File: src/sv/dlsc_pkg.sv
// Shared types and constants of the decimal ledger sum checker.
`default_nettype none

package dlsc_pkg;

    localparam int MAX_ACCOUNTS = 256;
    localparam int CNT_W = $clog2(MAX_ACCOUNTS + 1);
    localparam int IDX_W = 8;
    localparam logic [31:0] MAX_ACC_32 = 32'(MAX_ACCOUNTS);

    localparam logic [7:0] CH_ZERO  = 8'h30;
    localparam logic [7:0] CH_NINE  = 8'h39;
    localparam logic [7:0] CH_MINUS = 8'h2D;
    localparam logic [7:0] CH_SPACE = 8'h20;

    typedef enum logic [2:0] {
        PH_SUPPLY = 3'b001,
        PH_COUNT  = 3'b010,
        PH_BAL    = 3'b100
    } t_phase;

    typedef enum logic [2:0] {
        ST_VALID    = 3'd0,
        ST_TOO_MANY = 3'd1,
        ST_NEGATIVE = 3'd2,
        ST_OVERFLOW = 3'd3,
        ST_MISMATCH = 3'd4
    } t_status;

    typedef struct packed {
        t_phase             phase;
        logic               lead;
        logic               minus;
        logic [31:0]        acc;
        logic [31:0]        supply;
        logic [31:0]        count;
        logic [CNT_W-1:0]   done;
        logic [31:0]        total;
        logic               ovf;
        logic               neg;
        logic [IDX_W-1:0]   first;
        logic               halted;
    } t_ledger;

    localparam t_ledger LEDGER_RST = '{
        phase:  PH_SUPPLY,
        lead:   1'b1,
        minus:  1'b0,
        acc:    32'd0,
        supply: 32'd0,
        count:  32'd0,
        done:   '0,
        total:  32'd0,
        ovf:    1'b0,
        neg:    1'b0,
        first:  '0,
        halted: 1'b0
    };

endpackage

`default_nettype wire

File: src/sv/dlsc_parse.sv
// Per-byte field parser holding the ledger state.
`default_nettype none

module dlsc_parse (
    input  wire logic             i_clk,
    input  wire logic             i_rst_n,
    input  wire logic             i_take,
    input  wire logic [7:0]       i_char,
    input  wire logic             i_last,
    output dlsc_pkg::t_ledger     o_post
);
    import dlsc_pkg::*;

    t_ledger          r_st;
    t_ledger          n_st;
    logic             is_digit;
    logic             is_space;
    logic             is_minus;
    logic [31:0]      digit_val;
    logic [31:0]      bal;
    logic [31:0]      sum;
    logic [CNT_W-1:0] done_inc;
    logic             cnt_bad;

    always_comb begin
        is_digit  = (i_char >= CH_ZERO) && (i_char <= CH_NINE);
        is_space  = (i_char == CH_SPACE);
        is_minus  = (i_char == CH_MINUS);
        digit_val = 32'(i_char - CH_ZERO);
        bal       = r_st.minus ? (32'd0 - r_st.acc) : r_st.acc;
        sum       = r_st.total + bal;
        done_inc  = r_st.done + CNT_W'(1);
        cnt_bad   = ($signed(r_st.acc) <= $signed(32'd0)) ||
                    ($signed(r_st.acc) > $signed(MAX_ACC_32));

        n_st = r_st;
        if (!r_st.halted) begin
            if (is_digit) begin
                n_st.acc  = (r_st.acc << 3) + (r_st.acc << 1) + digit_val;
                n_st.lead = 1'b0;
            end else if (r_st.lead) begin
                if (is_minus && (r_st.phase == PH_BAL)) begin
                    n_st.lead  = 1'b0;
                    n_st.minus = 1'b1;
                end else if (!is_space) begin
                    n_st.halted = 1'b1;
                end
            end else begin
                // close the field in progress
                n_st.acc   = 32'd0;
                n_st.lead  = 1'b1;
                n_st.minus = 1'b0;
                case (r_st.phase)
                    PH_SUPPLY: begin
                        n_st.supply = r_st.acc;
                        n_st.phase  = PH_COUNT;
                    end
                    PH_COUNT: begin
                        n_st.count = r_st.acc;
                        if (cnt_bad) begin
                            n_st.halted = 1'b1;
                        end else begin
                            n_st.phase = PH_BAL;
                            n_st.done  = '0;
                        end
                    end
                    PH_BAL: begin
                        if (bal[31] && !r_st.neg) begin
                            n_st.neg   = 1'b1;
                            n_st.first = IDX_W'(r_st.done);
                        end
                        n_st.total = sum;
                        if (sum[31]) begin
                            n_st.ovf = 1'b1;
                        end
                        n_st.done = done_inc;
                        if (done_inc >= r_st.count[CNT_W-1:0]) begin
                            n_st.halted = 1'b1;
                        end
                    end
                    default: begin
                        n_st.halted = 1'b1;
                    end
                endcase
                // offer the byte to the fresh field
                if (!n_st.halted) begin
                    if (is_minus && (n_st.phase == PH_BAL)) begin
                        n_st.lead  = 1'b0;
                        n_st.minus = 1'b1;
                    end else if (!is_space) begin
                        n_st.halted = 1'b1;
                    end
                end
            end
        end
    end

    assign o_post = n_st;

    always_ff @(posedge i_clk) begin
        if (!i_rst_n) begin
            r_st <= LEDGER_RST;
        end else if (i_take) begin
            r_st <= i_last ? LEDGER_RST : n_st;
        end
    end

endmodule

`default_nettype wire

File: config.mk
export PLATFORM = sky130hd
export DESIGN_NAME = dlsc_parse
export DESIGN_NICKNAME = d
export VERILOG_FILES = /design/src/sv/dlsc_pkg.sv /design/src/sv/dlsc_parse.sv
export SDC_FILE = /design/constraint.sdc
export NUM_CORES = 1
export LEC_CHECK = 0
export BUFFER_PORTS_ARGS = -buffer_cell sky130_fd_sc_hd__buf_2
export CAP_MARGIN = 15
export CORE_MARGIN = 3
export CORE_UTILIZATION = 31
export CTS_BUF_LIST = sky130_fd_sc_hd__clkbuf_8 sky130_fd_sc_hd__clkbuf_16
export CTS_CLUSTER_SIZE = 40
export DETAILED_ROUTE_END_ITERATION = 6
export PLACE_DENSITY_LB_ADDON = 0.2
export SYNTH_ARGS = -nofsm -noshare
export SYNTH_HDL_FRONTEND = slang
export SYNTH_SLANG_ARGS = --single-unit
File: constraint.sdc
create_clock -name i_clk -period 14.7 [get_ports i_clk]
set_input_delay 0 -clock i_clk [delete_from_list [all_inputs] [get_ports i_clk]]
set_output_delay 0 -clock i_clk [all_outputs]
set_load 0.01 [all_outputs]
* Word-level counts from Yosys, hierarchy flattened
Index checks and enable logic that the tools add are counted.
Storage, ports and cells: memories 0, input port bits 12, bits in writable memories 0, register bits after elaboration 153, bits in read-only memories 0, output and inout port bits 153, bits in latches 0
Operators by class: divide/modulo/power cells 0, order comparisons 5, eq/ne operators 6, add/subtract/negate cells 6, reduce and logical (&&, ||, !) cells 6, shift-type cells 0, mux-type cells 37, bitwise gates (word level) 0, $mul 0
Operator list (number):
- 153-bit 2-to-1 mux | 2
- 147-bit 2-to-1 mux | 1
- 32-bit 2-to-1 mux | 4
- 116-bit 2-to-1 mux | 1
- 32-bit adder | 3
- 42-bit 2-to-1 mux | 1
- 32-bit by 10-bit greater-than comparator with 1-bit output, second input constant | 1
- 32-bit by 1-bit less-or-equal comparator with 1-bit output, second input constant | 1
- 1-bit by 32-bit subtractor with 32-bit output, first input constant | 1
- 3-bit 2-to-1 mux | 6
- 9-bit 2-to-1 mux | 2
- 9-bit one-hot mux with 2 select lines | 1
- 8-bit by 6-bit == test with 1-bit output, second input constant | 2
- 1-bit 2-to-1 mux | 13
- 9-bit by 1-bit adder with 9-bit output, second input constant | 1
- 9-bit greater-or-equal comparator | 1
- 8-bit by 6-bit subtractor with 9-bit output, second input constant | 1
- 8-bit by 6-bit greater-or-equal comparator with 1-bit output, second input constant | 1
- 8-bit by 6-bit less-or-equal comparator with 1-bit output, second input constant | 1
- 2-bit 2-to-1 mux | 4
- 3-bit == test, second input constant | 2
- 3-bit one-hot mux with 2 select lines | 1
- 1-bit logical AND | 4
- 3-bit by 1-bit == test with 1-bit output, second input constant | 1
- 4 further kinds | 4

* Depth between registers and ports, before layout
depth after elaboration 15, depth in mapped cells 18, depth with buffers taken out 18

* Worst setup path after synthesis
OpenSTA, ideal clock, no wires.
path type in2reg, from input i_char[4], to register r_st[135] (netlist bit), required time 14.583 ns, arrival 5.412 ns, buffers on the path 0, stages 13, slack 9.171 ns, cells stage by stage ha_1 -> nor3_1 -> fa_1 -> ha_1 -> a21o_1 -> a221o_1 -> a2111oi_0 -> o22a_1 -> o21bai_1 -> a21o_1 -> a21oi_1 -> xnor2_1 -> a22o_1
On the way: word-level cells in the longest chain between the ends 5, elaborated cells between the ends (all ways) 8, those cells by class 2 x add/sub; 2 x order compare; 3 x mux; 1 x reduce/logical
Ends and longest elaborated chain:
- start: declaration | RTL line dlsc_parse.sv:8 | input wire logic [7:0] i_char,
- 8-bit by 6-bit subtractor with 9-bit output (tied with other cells) | RTL line dlsc_parse.sv:29 | digit_val = 32'(i_char - CH_ZERO);
- 32-bit adder / 1-bit logical AND (equally long branches) | RTL line dlsc_parse.sv:39, dlsc_parse.sv:26
- 32-bit 2-to-1 mux (*) | RTL line dlsc_parse.sv:38 | if (is_digit) begin
- 153-bit 2-to-1 mux (*) | RTL line dlsc_parse.sv:37 | if (!r_st.halted) begin
- 153-bit 2-to-1 mux (*) | RTL line dlsc_parse.sv:104 | r_st <= i_last ? LEDGER_RST : n_st;
- end signal: assignment | RTL line dlsc_parse.sv:104
- end: declaration | RTL line dlsc_parse.sv:14 | t_ledger r_st;
Every way passes the cells marked *; elsewhere a longest branch is shown, timed or not. A chain may end at the register's enable or synchronous reset.

==> impl_metrics.ini <==
[outcome]
status = completed

[yosys]
synth_warnings = 0
yosysSeqAreaShare_pct = 26.0
netlist_area_um2 = 11800
async_flop_share_pct = 0
syn_nets = 1523
ys_ff_latch = 153
yosysUniqueCellTypes = 73
synth_flop_cell = dfxtp_1
synth_area_per_cell_um2 = 8.40
syn-instance-count = 1405
synth_edf_count = 0

[timing]
slew_headroom_pct = 34.4
tns_ps = 0
fin_crit_ps = 5810
fin_skew_ps = 12.4
setup_viol = 0
report.final.hold_viol_count = 0
tightestPinTransition_ps = 980
post-route-period-util_pct = 39.5
rsz0062_at_grt = no
maxSlewViolCount = 0
fmax_mhz = 172

[drt]
vias = 10700
ant_nets = 0
wire_per_inst_um = 19.1
viasPerCell = 5.29
drc = 0
drt_pre_antenna_iters = 5
drt_first_iter_violations = 697
drt_wl_total_mm = 38.6

[finish]
reg_top3 = r_st x153
largest_reg_flops = 153
top_register = r_st
n_fill_cell = 3875
final_cell_mix = buf_2 (164), nand2_1 (156), dfxtp_1 (153), a22o_1 (113), o21ai_0 (110)
fin_nets = 1621
drive_gt1_share_pct = 20.0
mostFrequentLayoutCell = buf_2
diodes = 0
area_growth_pct = 15.0
fin_area_um2 = 13600

[floorplan]
io_pins = 165
core_um2 = 37000
die_height_um = 201
dieArea_um2 = 40400
die-width_um = 201
fp-row-count = 70
start_util_pct = 31.9

[setup_path]
endpoint_kind = primary output
required_ps = 14700
cp_data_arrival_time_ps = 5810
path_buf_inv = 1
crit_top_cell = o21ai_0
crit_fanout = 9
cp_slowest_cell = nor4_1
timing.rr.start = r_st[120]$_SDFFE_PN0P_
critPathLaunchType = flip-flop
timing.rr.end = r_st[10]$_SDFFE_PN0P_
cpPeakStageDelay_ps = 640
ff2ff_path_depth = 16
crit_family = compound AO/OA/AOI/OAI gates
rrSetupSlack_ps = 9400
path_cells = nor4_1, nand4_1, or2_2, o21ai_0, nand2_1, xor2_1, ha_1, a21oi_1, a21boi_0, o21ai_0, a21o_1, a221o_1, a221oi_1, mux2i_1, or2_1, buf_2
critical_path_class = reg -> out

[clock_tree]
clk_pin_slew_ps = 60
worstSkewPairLatency_ps = 450
cts-root-buf = clkbuf_16
cts_inserted_buffers = 17
cts_tree = done
ctsHoldBuffers = 0
cts.sinks = 153
cts_max_level = 4
postCtsSetupBuffers = 0
clk_path_buf_depth = 2
cts-resized-gates = 0

[placed_design]
port_buffers = 164
gp_congestion = 0.846
dp_hpwl_mm = 28.9
post_dp_cell_area_um2 = 13000

[grt]
grt_antenna_before_repair = 0
grt_pass1_wl_mm = 60.3
grt_pass1_vias = 10500
grt_start_max_net_pins = 52
grt-ovfl-total = 0
grt_use_total_pct = 18.6

[min_path]
hp-start = i_char[0]
worstHoldPathCells = 4
hold_path_end = r_st[116]$_SDFFE_PN0P_
hold_path_class = in -> reg

[power_and_ir_drop]
pwr-share-comb_pct = 7.5
seqPwrFrac_pct = 44.6
p_sw_share_pct = 26.3
p_int_uw = 688
p_sw_uw = 246
power.leakage_nw = 6.31
peakVddDrop_v = 0.0000800
cellPowerDensity_nw_per_um2 = 68.8
clkPwrFrac_pct = 47.9

[run]
max_cap_violations = 0
power groups by stage:
stage / sequential, mW / combinational [mW] / clock [mW]
after global placement: 0.426 / 0.0700 / 0
after CTS: 0.417 / 0.0704 / 0.459
after floorplan: 0.425 / 0.0476 / 0
after detailed placement: 0.426 / 0.0699 / 0
final: 0.417 / 0.0697 / 0.448
after global routing: 0.417 / 0.0773 / 0.474
layer usage:
layer	vias up	wire length, um	GRT usage, %
met4	0	749	5.42
met2	200	17500	29.4
li1	5257	-	-
met5	-	0	0
met3	43	1310	2.85
met1	5187	19000	26.1
synthesized netlist by cell type (13+ instances only):
cell,count,area (um^2)
nand2b_1,16,100
nor2_1,56,210
a22o_1,113,990
a21o_1,34,255
fa_1,30,601
xnor2_1,53,464
mux2_2,66,743
o31ai_1,13,97.6
o21ai_0,110,551
xor2_1,38,333
a21oi_1,83,415
clkbuf_1,84,315
dfxtp_1,153,3060
ha_1,76,951
nor2b_1,54,338
nand2_1,156,586
nand3_1,21,105
and2_1,17,106
inv_1,41,154
worst max path at each step:
| stage | from | to | cells after the start |
|---|---|---|---|
| 2_1_floorplan | i_char[4] | r_st[135]$_SDFFE_PN0P_ | 13 |
| 3_3_place_gp | r_st[120]$_SDFFE_PN0P_ | o_post[10] | 16 |
| 3_5_place_dp | r_st[120]$_SDFFE_PN0P_ | o_post[10] | 16 |
| 4_1_cts | r_st[120]$_SDFFE_PN0P_ | o_post[10] | 16 |
| 5_1_grt | r_st[120]$_SDFFE_PN0P_ | o_post[10] | 16 |
| 6_report | r_st[120]$_SDFFE_PN0P_ | o_post[10] | 16 |
worst reg2reg max path, stage by stage, from the launching register on:
cell      delay [ps]
dfxtp_1          450
nor4_1           650
nand4_1          300
or2_2            390
o21ai_0          350
nand2_1          220
xor2_1           190
ha_1             380
a21oi_1          190
a21boi_0         230
o21ai_0          110
a21o_1           190
a221o_1          390
a221oi_1         530
mux2i_1          460
a21oi_1          120
nor2_1           100
kinds of logic (layout without fill, tap and decap cells):
group / count (synthesis) / after routing / synth area share [%]
buffers and inverters: 142 / 253 / 4.71
flip-flops: 153 / 153 / 26.0
AND/OR/NAND/NOR: 391 / 391 / 16.2
XOR/XNOR: 93 / 93 / 7.03
AO/OA/AOI/OAI: 453 / 453 / 26.6
adder cells (fa/ha/maj): 106 / 106 / 13.1
multiplexers: 67 / 67 / 6.38
per-stage QoR:
step | hold WS (ps) | setup WS [ps] | util [%] | instances | total power, mW
after global placement | 445 | 9440 | 35.1 | 1988 | 0.496
after global routing | 123 | 8480 | 36.6 | 2020 | 0.968
final | 88.7 | 8890 | 36.6 | 2020 | 0.934
after CTS | 60.2 | 8880 | 36.6 | 2020 | 0.946
after detailed placement | 444 | 9380 | 35.1 | 1988 | 0.496
after floorplan | 167 | 9170 | - | 1405 | 0.473
cell type report:
class | instances | area (um^2) | share of cell area (%)
sequential | 153 | 3060 | 22.6
multi-input combinational | 1110 | 8210 | 60.5
tap | 504 | 631 | 4.64
inverter | 41 | 154 | 1.13
timing repair buffer | 180 | 941 | 6.93
clock inverter | 15 | 151 | 1.12
clock buffer | 17 | 425 | 3.13
(Power assumes the default switching activity.)
